$ cat src/design/des_pkg.sv
// Package for the delayed event scheduler: request and result beat types,
// request and result codes, stored entry layout. No dependencies.
`default_nettype none
package des_pkg;

	localparam int REM_W = 15;

	localparam logic [1:0] REQ_SCHEDULE = 2'd0;
	localparam logic [1:0] REQ_TICK     = 2'd1;
	localparam logic [1:0] REQ_CLEAR    = 2'd2;

	localparam logic KIND_STATUS = 1'b0;
	localparam logic KIND_FIRED  = 1'b1;

	typedef struct packed {
		logic [1:0]       req_type;
		logic [15:0]      sound_id;
		logic [31:0]      sound_arg;
		logic [REM_W-1:0] delay_frames;
		logic [7:0]       tick_step;
	} sched_req_t;

	typedef struct packed {
		logic        result_kind;
		logic        accepted;
		logic [15:0] fired_id;
		logic [31:0] fired_arg;
		logic        last;
	} sched_rsp_t;

	// survivors always hold a countdown above zero, so it is kept unsigned
	typedef struct packed {
		logic [15:0]      sound;
		logic [31:0]      argument;
		logic [REM_W-1:0] remaining;
	} entry_t;

endpackage
`default_nettype wire

$ cat src/design/delayed_event_scheduler_core.sv
// Delayed event scheduler: event list in one synchronous memory, walked and
// compacted by a read-modify-write sequencer. Depends on des_pkg.
//
// Schedule and clear keep busy low; a schedule's status beat follows in the next cycle.
// A tick holds busy while it reads each entry in turn, waits out the read latency and drains;
// on an empty list busy is high for one cycle only.
// Fired beats appear in list order while busy is high; the last one comes as busy falls.
// The receiver cannot stall: every result beat is shown for exactly one cycle.
// Reset empties the list; the entry memory itself is not cleared.
`default_nettype none
module delayed_event_scheduler_core
	import des_pkg::*;
#(
	parameter int SLOTS = 8
) (
	input  wire logic       clk,
	input  wire logic       arst_n,
	input  wire logic       start,
	input  wire sched_req_t req,
	output logic            busy,
	output logic            result_valid,
	output sched_rsp_t      result
);

	localparam int IW = $clog2(SLOTS);
	localparam int CW = $clog2(SLOTS + 1);

	typedef enum logic [0:0] {ST_IDLE, ST_WALK} state_t;

	state_t           state_q;
	logic [CW-1:0]    count_q;
	logic [CW-1:0]    rd_idx_q;
	logic [CW-1:0]    wr_idx_q;
	logic             vld_s1;
	entry_t           rdata_s1;
	logic             pend_vld_q;
	logic [15:0]      pend_id_q;
	logic [31:0]      pend_arg_q;
	logic [7:0]       step_q;
	sched_rsp_t       result_q;

	entry_t           mem [SLOTS];

	logic             accept;
	logic             full;
	logic             sched_wr;
	logic             issue;
	logic             fire;
	logic             keep;
	logic             walk_done;
	logic             mem_we;
	logic [IW-1:0]    mem_waddr;
	entry_t           mem_wdata;

	assign busy         = (state_q != ST_IDLE);
	assign result       = result_q;
	assign accept       = start && !busy;
	assign full         = (count_q == CW'(SLOTS));
	assign sched_wr     = accept && (req.req_type == REQ_SCHEDULE) && !full;
	assign issue        = (state_q == ST_WALK) && (rd_idx_q != count_q);
	assign fire         = vld_s1 && (rdata_s1.remaining <= REM_W'(step_q));
	assign keep         = vld_s1 && !fire;
	assign walk_done    = (state_q == ST_WALK) && (rd_idx_q == count_q) && !vld_s1;

	always_comb begin
		mem_we    = sched_wr || keep;
		mem_waddr = sched_wr ? count_q[IW-1:0] : wr_idx_q[IW-1:0];
		if (sched_wr) begin
			mem_wdata.sound     = req.sound_id;
			mem_wdata.argument  = req.sound_arg;
			mem_wdata.remaining = req.delay_frames;
		end else begin
			mem_wdata.sound     = rdata_s1.sound;
			mem_wdata.argument  = rdata_s1.argument;
			mem_wdata.remaining = rdata_s1.remaining - REM_W'(step_q);
		end
	end

	// writes trail reads (wr_idx <= rd_idx), so no same-entry overlap
	always_ff @(posedge clk) begin
		if (mem_we) begin
			mem[mem_waddr] <= mem_wdata;
		end
		rdata_s1 <= mem[rd_idx_q[IW-1:0]];
	end

	always_ff @(posedge clk or negedge arst_n) begin
		if (!arst_n) begin
			state_q      <= ST_IDLE;
			count_q      <= '0;
			rd_idx_q     <= '0;
			wr_idx_q     <= '0;
			vld_s1       <= 1'b0;
			pend_vld_q   <= 1'b0;
			result_valid <= 1'b0;
		end else begin
			result_valid <= 1'b0;
			case (state_q)
				ST_IDLE: begin
					vld_s1 <= 1'b0;
					if (accept) begin
						case (req.req_type)
							REQ_SCHEDULE: begin
								result_valid <= 1'b1;
								if (!full) begin
									count_q <= count_q + CW'(1);
								end
							end
							REQ_TICK: begin
								state_q    <= ST_WALK;
								rd_idx_q   <= '0;
								wr_idx_q   <= '0;
								pend_vld_q <= 1'b0;
							end
							REQ_CLEAR: begin
								count_q <= '0;
							end
							default: begin
							end
						endcase
					end
				end
				ST_WALK: begin
					vld_s1 <= issue;
					if (issue) begin
						rd_idx_q <= rd_idx_q + CW'(1);
					end
					if (keep) begin
						wr_idx_q <= wr_idx_q + CW'(1);
					end
					if (fire) begin
						pend_vld_q <= 1'b1;
						if (pend_vld_q) begin
							result_valid <= 1'b1;
						end
					end
					if (walk_done) begin
						count_q      <= wr_idx_q;
						result_valid <= pend_vld_q;
						pend_vld_q   <= 1'b0;
						state_q      <= ST_IDLE;
					end
				end
				default: begin
					state_q <= ST_IDLE;
				end
			endcase
		end
	end

	// one fired event is held back so the last one of a tick can be marked
	always_ff @(posedge clk) begin
		if (accept && (req.req_type == REQ_TICK)) begin
			step_q <= req.tick_step;
		end
		if (fire) begin
			pend_id_q  <= rdata_s1.sound;
			pend_arg_q <= rdata_s1.argument;
		end
		if (accept && (req.req_type == REQ_SCHEDULE)) begin
			result_q.result_kind <= KIND_STATUS;
			result_q.accepted    <= !full;
			result_q.fired_id    <= '0;
			result_q.fired_arg   <= '0;
			result_q.last        <= 1'b0;
		end else if (fire || walk_done) begin
			result_q.result_kind <= KIND_FIRED;
			result_q.accepted    <= 1'b0;
			result_q.fired_id    <= pend_id_q;
			result_q.fired_arg   <= pend_arg_q;
			result_q.last        <= walk_done;
		end
	end

endmodule
`default_nettype wire

$ cat config.mk
export PLATFORM = sky130hd
export DESIGN_NAME = delayed_event_scheduler_core
export DESIGN_NICKNAME = d
export VERILOG_FILES = /design/src/design/des_pkg.sv /design/src/design/delayed_event_scheduler_core.sv
export SDC_FILE = /design/constraint.sdc
export NUM_CORES = 1
export LEC_CHECK = 0
export BUFFER_PORTS_ARGS = -buffer_cell sky130_fd_sc_hd__clkbuf_2
export CAP_MARGIN = 10
export CORE_ASPECT_RATIO = 0.75
export CORE_MARGIN = 8
export CORE_UTILIZATION = 50
export CTS_BUF_LIST = sky130_fd_sc_hd__clkbuf_4 sky130_fd_sc_hd__clkbuf_8 sky130_fd_sc_hd__clkbuf_16
export DETAILED_ROUTE_END_ITERATION = 6
export GPL_ROUTABILITY_DRIVEN = 0
export PLACE_DENSITY_LB_ADDON = 0.12
export REMOVE_ABC_BUFFERS = 1
export SLEW_MARGIN = 5
export SYNTH_ARGS = -nofsm -noshare
export SYNTH_HDL_FRONTEND = slang
export SYNTH_SLANG_ARGS = --single-unit
$ cat constraint.sdc
create_clock -name clk -period 11.1 [get_ports clk]
set_input_delay 2.22 -clock clk [delete_from_list [all_inputs] [get_ports clk]]
set_output_delay 2.22 -clock clk [all_outputs]
set_load 0.1 [all_outputs]
Yosys cells after proc, flatten, opt, wreduce, memory -nomap -nowiden. Memory sizes are Yosys's and may differ from the RTL's. A register that Yosys moved wholly into a read port is not among the register bits. Cells that the tools add are included.

Add/subtract/negate cells: 4. Equality and inequality tests: 13. $lt $le $gt $ge: 1. Reduce and logical (&&, ||, !) cells: 21. Mux-type cells: 33. Bitwise logic cells: 1.

Operators with widths (count): $mux W50 (2); $mux W63 (1); $pmux W4 S2 (4); $mux W4 (7); $le A15 B8 Y1 (1); $sub A15 B8 Y15 (1); $mux W1 (14); $add A4 B1 Y4 const B (3); $logic_and A1 B1 Y1 (9); $reduce_and A3 Y1 (3); $pmux W1 S2 (4); $ne A2 B2 Y1 const B (3); $eq A4 B4 Y1 (1); $eq A4 B4 Y1 const B (1); $logic_not A1 Y1 (4); $ne A2 B1 Y1 const B (2); $ne A4 B4 Y1 (1); $reduce_and A4 Y1 (1); $mux W3 (1); $ne A3 B1 Y1 const B (1); $ne A3 B2 Y1 const B (1); $ne A3 B3 Y1 const B (1); $eq A2 B1 Y1 const B (1); $eq A2 B2 Y1 const B (1); other kinds (4) (5).

Output and inout bits: 53. Bits in writable memories: 504. Register bits after elaboration: 123. Memories kept: 1. Logic and storage cells: 89. Input port bits: 76.

Memories: mem (depth 8, bits a word 63, rd ports 1, clocked after Yosys merged registers in 1, wr ports 1, RTL line delayed_event_scheduler_core.sv:42) `entry_t mem [SLOTS];`.

Depth between registers and ports, before layout. Gate-level depths: netlist (run 1).

Depth in word-level cells: 7. Mapped depth: 10. Mapped depth without buffers: 9.

Worst setup path after synthesis (run 1). OpenSTA, ideal clock, no wires.

Kind: input -> register. Start point: input req[72] in the netlist's numbering. End point: memory mem[1][0] in the netlist's numbering (enable). Path buffers: 1. Arrival time: 6.566 ns. Required time: 10.595 ns. Cell stages on the path: 6. Slack: 4.029 ns. Library setup time: 0.505 ns. Path through: nor4b_1 -> o21ai_1 -> buf_2 -> mux2i_1 -> nand2_1 -> a21oi_1.

Word-level cells in the longest chain between the ends: 6. Elaborated cells on any way between the ends: 7. Those cells by class: 3 x mux; 4 x reduce/logical.

Ends and longest elaborated chain: start, declared (RTL line delayed_event_scheduler_core.sv:19) `input wire sched_req_t req,`; $logic_not A2 Y1 * (RTL line delayed_event_scheduler_core.sv:59) `assign sched_wr = accept && (req.req_type == REQ_SCHEDULE) && !full;`; $logic_and A1 B1 Y1 * (2 in a row) (RTL line delayed_event_scheduler_core.sv:59); $logic_or A1 B1 Y1 (RTL line delayed_event_scheduler_core.sv:66) `mem_we = sched_wr || keep;`; $mux W1 (RTL line delayed_event_scheduler_core.sv:81) `if (mem_we) begin`; $mux W1 (implied by the code) (RTL line delayed_event_scheduler_core.sv:82) `mem[mem_waddr] <= mem_wdata;`; end, declared (RTL line delayed_event_scheduler_core.sv:42).

Every way passes the cells marked *; elsewhere a longest branch is shown, timed or not.

==> results, run 1 <==
- For the worst-skew pair, the clock arrives at the later sink with an insertion delay of 0.59 ns.
- The power share of the clock group is between 20 and 25%.
- The clock passes through at most 3 buffers.
- The floorplan step defined a core boundary enclosing 0.0517 mm².
- The synthesized netlist occupies a cell area of about 0.026 mm².
- The critical path goes through clkbuf_2 > nor4b_1 > o21ai_4 > buf_4 > buf_4 > inv_2 > buf_4 > nor4_1 > a31o_2 > a211o_1.
- The peak supply drop is approximately 0.19 mV.
- The kind of start point of the critical path is an input port.
- The buffers plus inverters on the worst setup path is 5.
- The detail-routed via count per cell is ~5.6.
- Clock-pin slew was measured on the worst setup and hold paths at 0.06 ns.
- Detailed placement finished with a half-perimeter wire length of 30.2 mm.
- In this run the critical register-to-register path is launched from busy$_DFF_PN0_.
- The worst setup path is captured at a flip-flop.
- The dominant delay contributor by cell family on the critical path is buffers and inverters.
- For this run, the number of Yosys warnings is 0.
- The maximum fanout encountered on the critical timing path is 56.
- Summed over all instances, the cell type with the most area after synthesis is edfxtp_1.
- The largest single stage delay on the critical path is about 0.9 ns.
- The internal power summed over all cells is 6.52 mW.
- The logic depth of the worst register-to-register path is 9.
- The worst register-to-register path ends at mem[7][6]$_DFFE_PP_.
- Data arrives at the worst endpoint at 5.96 ns.
- The required time of the critical path is between 10 and 15 ns.
- The worst-case hold path end point is pend_arg_q[8]$_DFFE_PP_.
- Setup violations remaining at the end of the flow were counted as 0.
- Among all flip-flop cells after synthesis, the most frequent one is edfxtp_1.
- Measured against its own limit, the worst slew margin works out to 25.7%.
- Power spread over the standard cell area amounts to approximately 320 mW/mm².
- The number of vias in the routed layout is 13300.
- The average cell area after synthesis is 17.9 µm².
- The cell count after synthesis came out at 1469.
- Global routing finished with a remaining overflow of 0.
- In this run the worst hold path is classified as flip-flop to flip-flop.
- The total routing usage reported by global routing is 18.4%.
- Clock tree synthesis found a total of 690 sinks.
- The setup clock skew after layout is roughly 0.010 ns.
- After the first detailed-routing iteration, the DRC count stood at between 1000 and 1500.
- The boundary pin count is between 100 and 150.
- TritonCTS created 68 clock buffers.
- The number of buffers added to fix hold violations after cts is 0.
- The post-CTS repair timing setup buffer count is 0.
- The final-report hold violation count is 0.
- The CTS tree is yes.
- The classification of the worst setup path is input port to flip-flop.
- The initial cell density of the core is 50.8%.
- The mean routed wirelength per cell is 23.4 µm.
- Setup repair after global routing left no endpoint under its margin.
- The count of max-cap constraint violations is 0.
- The worst hold path begins at rdata_s1[23]$_DFF_P_.
- The post-route minimum period is around 5.7 ns.
- The count of pins over their slew limit is 0.
- The die width is 281 µm.
- The post-route netlist has 28.6% of its cells at a drive strength greater than 1.
- The buffer type at the clock tree root is clkbuf_16.
- The final net count is approximately 1700.
- In this run the remaining antenna-violating nets after routing total 0.
- The number of global-route vias before repair is 13600.
- Counting flops and latches in the post-synthesis netlist gives 690.
- In this run the power spent charging and discharging nets is 3.15 mW.
- By area the synthesized netlist is led by edfxtp_1, mux4_2, dfxtp_1, nand2_1, mux2_2.
- The proportion of synthesized flip-flops having asynchronous set or reset is about 2.3%.
- The number of enable flip-flop cells after synthesis is 561.
- The repair_antennas step left the layout with diodes totalling 0.
- The number of standard-cell rows in the floorplan is 72.
- The reg2reg setup slack is 6.53 ns.
- The register area is between 0.015 and 0.02 mm².
- Combinational logic burns 29.9% of the power.
- The leakage power is 10.6 nW.
- The flow ran to the end, and the final reports show no timing, DRC or antenna violations.
- The post-placement cell area is between 0.02 and 0.03 mm².
- The post-detailed-route DRC marker count is 0.
- For the pin with the worst max-slew slack, the measured transition is 1.11 ns.
- In this run the biggest area consumer among cell types represents approximately 64% of the synthesized area.
- The sequential share of the synthesized area is 74.2%.
- The count of buffers from port buffering is 128.
- The switching share of total power is 32.6%.
- In this run the number of H-tree levels came out at 3.
- The first global-routing pass estimated around 84 mm of wire.
- The final wirelength is 55.5 mm.
- The die covers approximately 0.06 mm².
- The die is between 200 and 250 µm tall.
- The first-pass iteration count of the detailed router is 5.
- On the critical path, the stage with the largest delay is an instance of nor4b_1.
- In the final timing run, aggregate negative setup slack is 0 ns.
- The post-route clock period utilization is 51.0%.
- By instance count, the cell type seen most on the critical path is buf_4.
- The initial antenna violation count is 0.
- The timing-limited maximum frequency is between 150 and 200 MHz.
- The share of total power in sequential cells is 45.8%.
- The multi-input combinational cells in the finished layout cover a total of between 0.006 and 0.007 mm².
- In this run, post-CTS repair resized a total of 0 instances.
- Synthesis instantiated 64 different standard cells from the library.
- Summing all non-filler instances in the final layout gives an area of 0.0300 mm².
- The maximum number of pins on one net before global-route repair is 82.
- The area added between synthesis and finish is 14.3%.
- The layout has between 3000 and 4000 filler cells.
- Along the worst hold path, the cell count comes to 0.
- Hold is met by approximately 0.43 ns.
worst register-to-register path: stages (launching register included):
cell and delay (ns):
dfrtp_1 0.56, nor4b_1 1.00, o21ai_4 0.08, buf_4 0.45
buf_4 0.46, inv_2 0.36, buf_4 0.70, nor4_1 0.13
a31o_2 0.24, a211o_1 0.31
through the flow:
| step | total power [mW] | cells | setup slack (ns) | util (%) |
|---|---|---|---|---|
| CTS | 9.79 | 2371 | 5.48 | 58.1 |
| floorplan | 6.76 | 1396 | 2.67 | - |
| finish | 9.67 | 2371 | 5.44 | 58.1 |
| detailed placement | 7.42 | 2248 | 4.83 | 53.6 |
| global placement | 7.35 | 2248 | 4.93 | 53.6 |
| global route | 10.1 | 2371 | 5.21 | 58.1 |
Yosys cell counts, drive strengths merged (12+ instances only):
cell and count:
mux2i 55, inv 21, clkbuf 40, mux4 126, mux2 64, nand2 276
dfrtp 16, nor2 19, buf 33, ha 12, edfxtp 561, dfxtp 113
o21ai 15, a21oi 17
final cells by class:
class                      count  share of cell area, %
clock inverter                32                   1.11
tap                          703                   2.93
clock buffer                  91                   6.55
inverter                      21                  0.262
multi-input combinational    685                   21.5
timing repair buffer         149                   2.66
sequential                   690                   65.0
layout by cell type (no fill, tap or decap), types with 3 or more instances in the layout:
cell | synthesis | layout
a21o_1 | 3 | 3
a21oi_1 | 17 | 9
a21oi_4 | 0 | 8
a22oi_1 | 3 | 3
a31oi_1 | 5 | 5
buf_4 | 0 | 21
bufinv_16 | 0 | 7
clkbuf_16 | 0 | 73
clkbuf_2 | 0 | 128
clkbuf_4 | 0 | 17
clkinv_1 | 0 | 10
clkinv_2 | 0 | 12
dfrtp_1 | 16 | 13
dfrtp_4 | 0 | 3
dfxtp_1 | 113 | 113
edfxtp_1 | 561 | 561
ha_1 | 12 | 12
inv_1 | 20 | 20
mux2_2 | 64 | 64
mux2i_1 | 55 | 55
mux4_2 | 126 | 126
nand2_1 | 275 | 274
nand2b_1 | 3 | 3
nand3_1 | 4 | 4
nand4_1 | 4 | 4
nor2_1 | 19 | 18
nor3_1 | 3 | 3
o211ai_1 | 5 | 5
o21a_1 | 7 | 7
o21ai_0 | 13 | 13
o31a_1 | 3 | 3
o31ai_1 | 5 | 5
or3_1 | 3 | 3
or4_1 | 3 | 3
xnor2_1 | 7 | 7
xor2_1 | 5 | 5
state kept, by name (all words and copies together), names as in the netlist:
name	count
count_q	4
step_q	8
busy	1
wr_idx_q	4
pend_vld_q	1
rd_idx_q	4
rdata_s1	63
mem	504
vld_s1	1
result	51
pend_id_q	16
result_valid	1
pend_arg_q	32
how the worst max path moves through the flow:
stage,from,endpoint,slack [ns],depth (start not counted)
floorplan,start,mem[0][0]$_DFFE_PP_,2.67,5
global placement,req[72],mem[6][56]$_DFFE_PP_,4.93,8
detailed placement,req[72],mem[6][28]$_DFFE_PP_,4.83,8
CTS,req[72],mem[6][48]$_DFFE_PP_,5.48,8
global route,req[71],mem[0][7]$_DFFE_PP_,5.21,10
finish,req[72],mem[7][6]$_DFFE_PP_,5.44,10
cells by family after synthesis:
family,after synthesis,share of synthesized area (%)
buffers and inverters,94,1.66
adders and majority gates,13,0.647
AOI/OAI and AO/OA,85,2.29
and+or+nand+nor,330,5.15
muxes,245,15.6
DFF,690,74.2
xor gates and xnor gates,12,0.400
per-layer routing:
layer	vias up	GRT usage (%)	part of all wire (%)
met5	-	0	0
met4	0	4.09	1.8
met3	80	4.02	5.6
met2	362	29.6	47
met1	6874	25.8	45
li1	5972	-	-
power groups by stage:
stage                     clock network, mW  registers (mW)  logic (mW)
after detailed placement                  0            4.49        2.93
final                                  2.34            4.43        2.89
after global routing                   2.49            4.52        3.12
after floorplan                           0            5.02        1.75
after global placement                    0            4.46        2.89
after CTS                              2.40            4.44        2.94
(Power assumes the default switching activity.)
==> inputs of run 2 (changes only) <==
- ABC_AREA: not set -> 1
- clock period: 11.1 -> 5.49 ns (I/O delays scaled with it)
==> run 2 against run 1 <==
Effect of this change:
- synthesized area increased by 4.6%
- flip-flop and latch count unchanged
- critical path depth is 3 lower
- hold slack got worse by 0.0016 ns
- final cell count up 33%
- non-clock buffer count grew 10
- largest power group unchanged
- highest routed layer unchanged
==> results, run 2 <==
- The flow ran to the end, and the final reports show no timing, DRC or antenna violations.
- Setup slack on the worst reg-to-reg path comes out at approximately 1.8 ns.
- The library cell used most frequently in the layout, excluding fill and tap cells, is edfxtp_1.
- After filler insertion, the fill cell instance count of the layout stands at around 4400.
- The final non-filler cell area is 0.0310 mm².
- The sequential share of the synthesized area is 71.0%.
- In the post-route analysis, the smallest setup slack over all paths is 1.79 ns.
- The count of pins over their slew limit came to 0.
- The register area is between 0.015 and 0.02 mm².
- The smallest clock period supported by the final layout is computed as around 3.7 ns.
- The class of the tightest hold or removal check is input port to async pin.
- For the pin with the worst max-slew slack, the measured transition is roughly 1.2 ns.
- The final wirelength is 62.8 mm.
- STA classifies the critical path endpoint as a flip-flop.
- The root buffer cell chosen for the clock tree is clkbuf_16.
- The number of flip-flops in the largest register is 504.
- The library cells used most frequently in the layout, excluding fill and tap cells, are edfxtp_1, nor2_1, o21ai_0.
- The clock passes through at most 3 buffers.
- TritonCTS built the clock tree.
- The Yosys step of the flow raised 0 warnings.
- The count of buffers added on input and output ports is 128.
- Setup violations remaining at the end of the flow were counted as 0.
- The worst register-to-register path has a depth of 7.
- The analysis attributes to cell leakage a power of 11.4 nW.
- Yosys instantiated no cell more often than edfxtp_1.
- More flip-flops sit in one register than any other, and that register is mem.
- Sequential cells burn 42.2% of the power.
- For this design the ratio of total power to cell area is between 600 and 700 mW/mm².
- The number of standard-cell rows in the floorplan is 74.
- The proportion of layout cells with a drive suffix above 1 is 18.5%.
- The post-placement cell area is approximately 0.029 mm².
- The final net count is 2475.
- The switching share of total power is between 30% and 40%.
- Among all flip-flop cells after synthesis, the most frequent one is edfxtp_1.
- From bottom edge to top edge, the die measures 219 µm.
- The critical path arrival is 3.99 ns.
- In this run the count of I/O pins placed on the die edge is 129.
- Summed over all layers, the global routing overflow is 0.
- Summing over every cut layer, the via total after detailed routing is 17100.
- After the first detailed-routing iteration, the DRC count stood at ~1300.
- The classification of the worst setup path is flip-flop to flip-flop.
- Across the VDD grid, the largest voltage drop is 0.625 mV.
- The total routing usage reported by global routing is between 10% and 20%.
- The number of global-route vias before repair was 16500.
- The post-detailed-route DRC marker count is 0.
- The number of sinks on the clock net is 690.
- The final-report hold violation count is 0.
- The post-CTS repair timing setup buffer count is 0.
- The setup clock skew after layout is 0.0177 ns.
- The first-pass iteration count of the detailed router is 5.
- The area taken by multi-input logic gates is 0.00693 mm².
- At the worst endpoint, the required time is 5.78 ns.
- The maximum level of the CTS H-tree is 3.
- 0 antenna diodes ended up in the layout.
- The area added between synthesis and finish is 12.7%.
- The internal power summed over all cells is 12.2 mW.
- In this run, post-CTS repair resized a total of 0 instances.
- In the post-synthesis netlist, the biggest area contributors are edfxtp_1, dfxtp_1, nor2_1, o21ai_0, nand2_1.
- In the synthesized netlist, the number of instances is 2292.
- The count of max-cap constraint violations is 0.
- The maximum number of pins on one net before global-route repair is approximately 250.
- The die width is 287 µm.
- The library cell with the largest summed area after synthesis is edfxtp_1.
- The number of buffers added to fix hold violations after cts is 0.
- Counting tap cells, the placed design contains a total of 3037 instances.
- The share of total power dissipated in combinational logic is 34.0%.
- The share of total power dissipated in the clock network is 23.8%.
- The initial antenna violation count was 0.
- The post-synth design cell area is 0.0275 mm².
- Prior to clock tree synthesis, the placed netlist has a worst setup slack of 1.31 ns.
- The mean routed wirelength per cell is slightly below 20 µm.
- In this run, synthesis produced a sequential element count of 690.
- The startpoint of the most critical register-to-register path is count_q[0]$_DFFE_PN0P_.
- The detail route stage leaves a number of antenna-violating nets equal to 0.
- The commonest cells after synthesis are edfxtp_1, nor2_1, o21ai_0.
- The timing-limited maximum frequency is 270 MHz.
- The average cell area after synthesis is 12.0 µm².
- The worst flop-to-flop path endpoint is mem[5][2]$_DFFE_PP_.
- For this run, the slowest stage of the critical path takes around 0.75 ns.
- The initial cell density of the core is 50.5%.
- The core area is between 0.05 and 0.06 mm².
- The detail-routed via count per cell is 5.42.
- The clock buffer count from CTS is 69.
- Once layout is complete, the cells apart from fillers number about 3200.
- The count of unique library cells instantiated by Yosys is 49.
- In this run the tightest slew margin relative to its limit is around a fifth.
- The maximum fanout encountered on the critical timing path is 43.
- The slowest cell on the critical path is o21ai_0.
- The net switching component of the power is 7.51 mW.
- Counting flops with an async set or reset pin after synthesis yields a share of 2.32%.
- The area share of the largest cell type after synthesis is between 60 and 70%.
- Detailed placement ended at an HPWL of approximately 34 mm.
- The clock slew seen by the registers of the worst setup and hold paths is about 0.060 ns.
- Setup repair after global routing left no endpoint under its margin.
- The die covers between 0.06 and 0.07 mm².
- The later-pin clock latency in the skew report is 0.60 ns.
- The signal on the critical path passes through inv_1 > ha_1 > nand3_1 > nand2_2 > buf_4 > inv_2 > o21ai_0.
- The first-pass GRT wire length is 96.9 mm.
- The number of enable flip-flop cells after synthesis is 561.
- The worst setup path is launched from a flip-flop.
- The post-route clock period utilization is 67.4%.
run 2: logic make-up (layout without fill, tap and decap cells):
| kind of cell | count (synthesis) | in the layout | synth area share (%) |
|---|---|---|---|
| and+or+nand+nor | 879 | 879 | 13.9 |
| DFF | 690 | 690 | 71.0 |
| AOI/OAI and AO/OA | 467 | 467 | 9.91 |
| buffers and inverters | 227 | 378 | 4.11 |
| xor gates and xnor gates | 15 | 15 | 0.505 |
| adders and majority gates | 13 | 13 | 0.619 |
| muxes | 1 | 1 | 0.0410 |
run 2: layer usage:
| layer | global-route usage (%) | share of wire (%) |
|---|---|---|
| met1 | 27.6 | 46 |
| met4 | 5.48 | 2.3 |
| met2 | 32.2 | 47 |
| met5 | 0 | 0 |
| met3 | 3.45 | 4.8 |
run 2: critical path, delay by kind of cell (launching register included):
family	cells	cell delay, ns
buffers and inverters	3	1.36
DFF	1	0.47
adders and majority gates	1	0.16
and+or+nand+nor	2	0.61
AOI/OAI and AO/OA	1	0.75
run 2: worst max-delay path by stage:
stage | slack [ns] | depth (start not counted) | from | endpoint
finish | 1.79 | 7 | count_q[0]$_DFFE_PN0P_ | mem[5][2]$_DFFE_PP_
global route | 1.52 | 7 | count_q[0]$_DFFE_PN0P_ | mem[5][0]$_DFFE_PP_
CTS | 1.75 | 7 | count_q[0]$_DFFE_PN0P_ | mem[0][2]$_DFFE_PP_
detailed placement | 1.31 | 7 | start | mem[7][2]$_DFFE_PP_
global placement | 1.47 | 7 | start | mem[4][2]$_DFFE_PP_
floorplan | -2.46 | 5 | rd_idx_q[0]$_DFFE_PN0P_ | rdata_s1[0]$_DFF_P_
run 2: cell type report:
cell class,count,share of cell area (%)
timing repair buffer,159,3.26
inverter,91,1.14
clock inverter,24,0.670
multi-input combinational,1375,22.3
sequential,690,63.0
clock buffer,104,6.71
tap,722,2.91
run 2: stage by stage:
stage / hold slack (ns) / utilization [%] / TNS [ns] / total power, mW
6_report: 0.427 / 56.9 / 0 / 19.7
4_1_cts: 0.410 / 56.9 / 0 / 19.9
5_1_grt: 0.432 / 56.9 / 0 / 20.9
3_5_place_dp: 0.418 / 52.7 / 0 / 15.2
3_3_place_gp: 0.415 / 52.7 / 0 / 15.0
2_1_floorplan: 0.409 / - / -234.65 / 13.3
run 2: power by group through the flow:
stage	combinational [mW]	sequential (mW)	clock, mW
6_report	6.69	8.33	4.69
5_1_grt	7.43	8.45	4.99
4_1_cts	6.75	8.33	4.79
3_5_place_dp	6.73	8.43	0
3_3_place_gp	6.58	8.41	0
2_1_floorplan	3.65	9.64	0
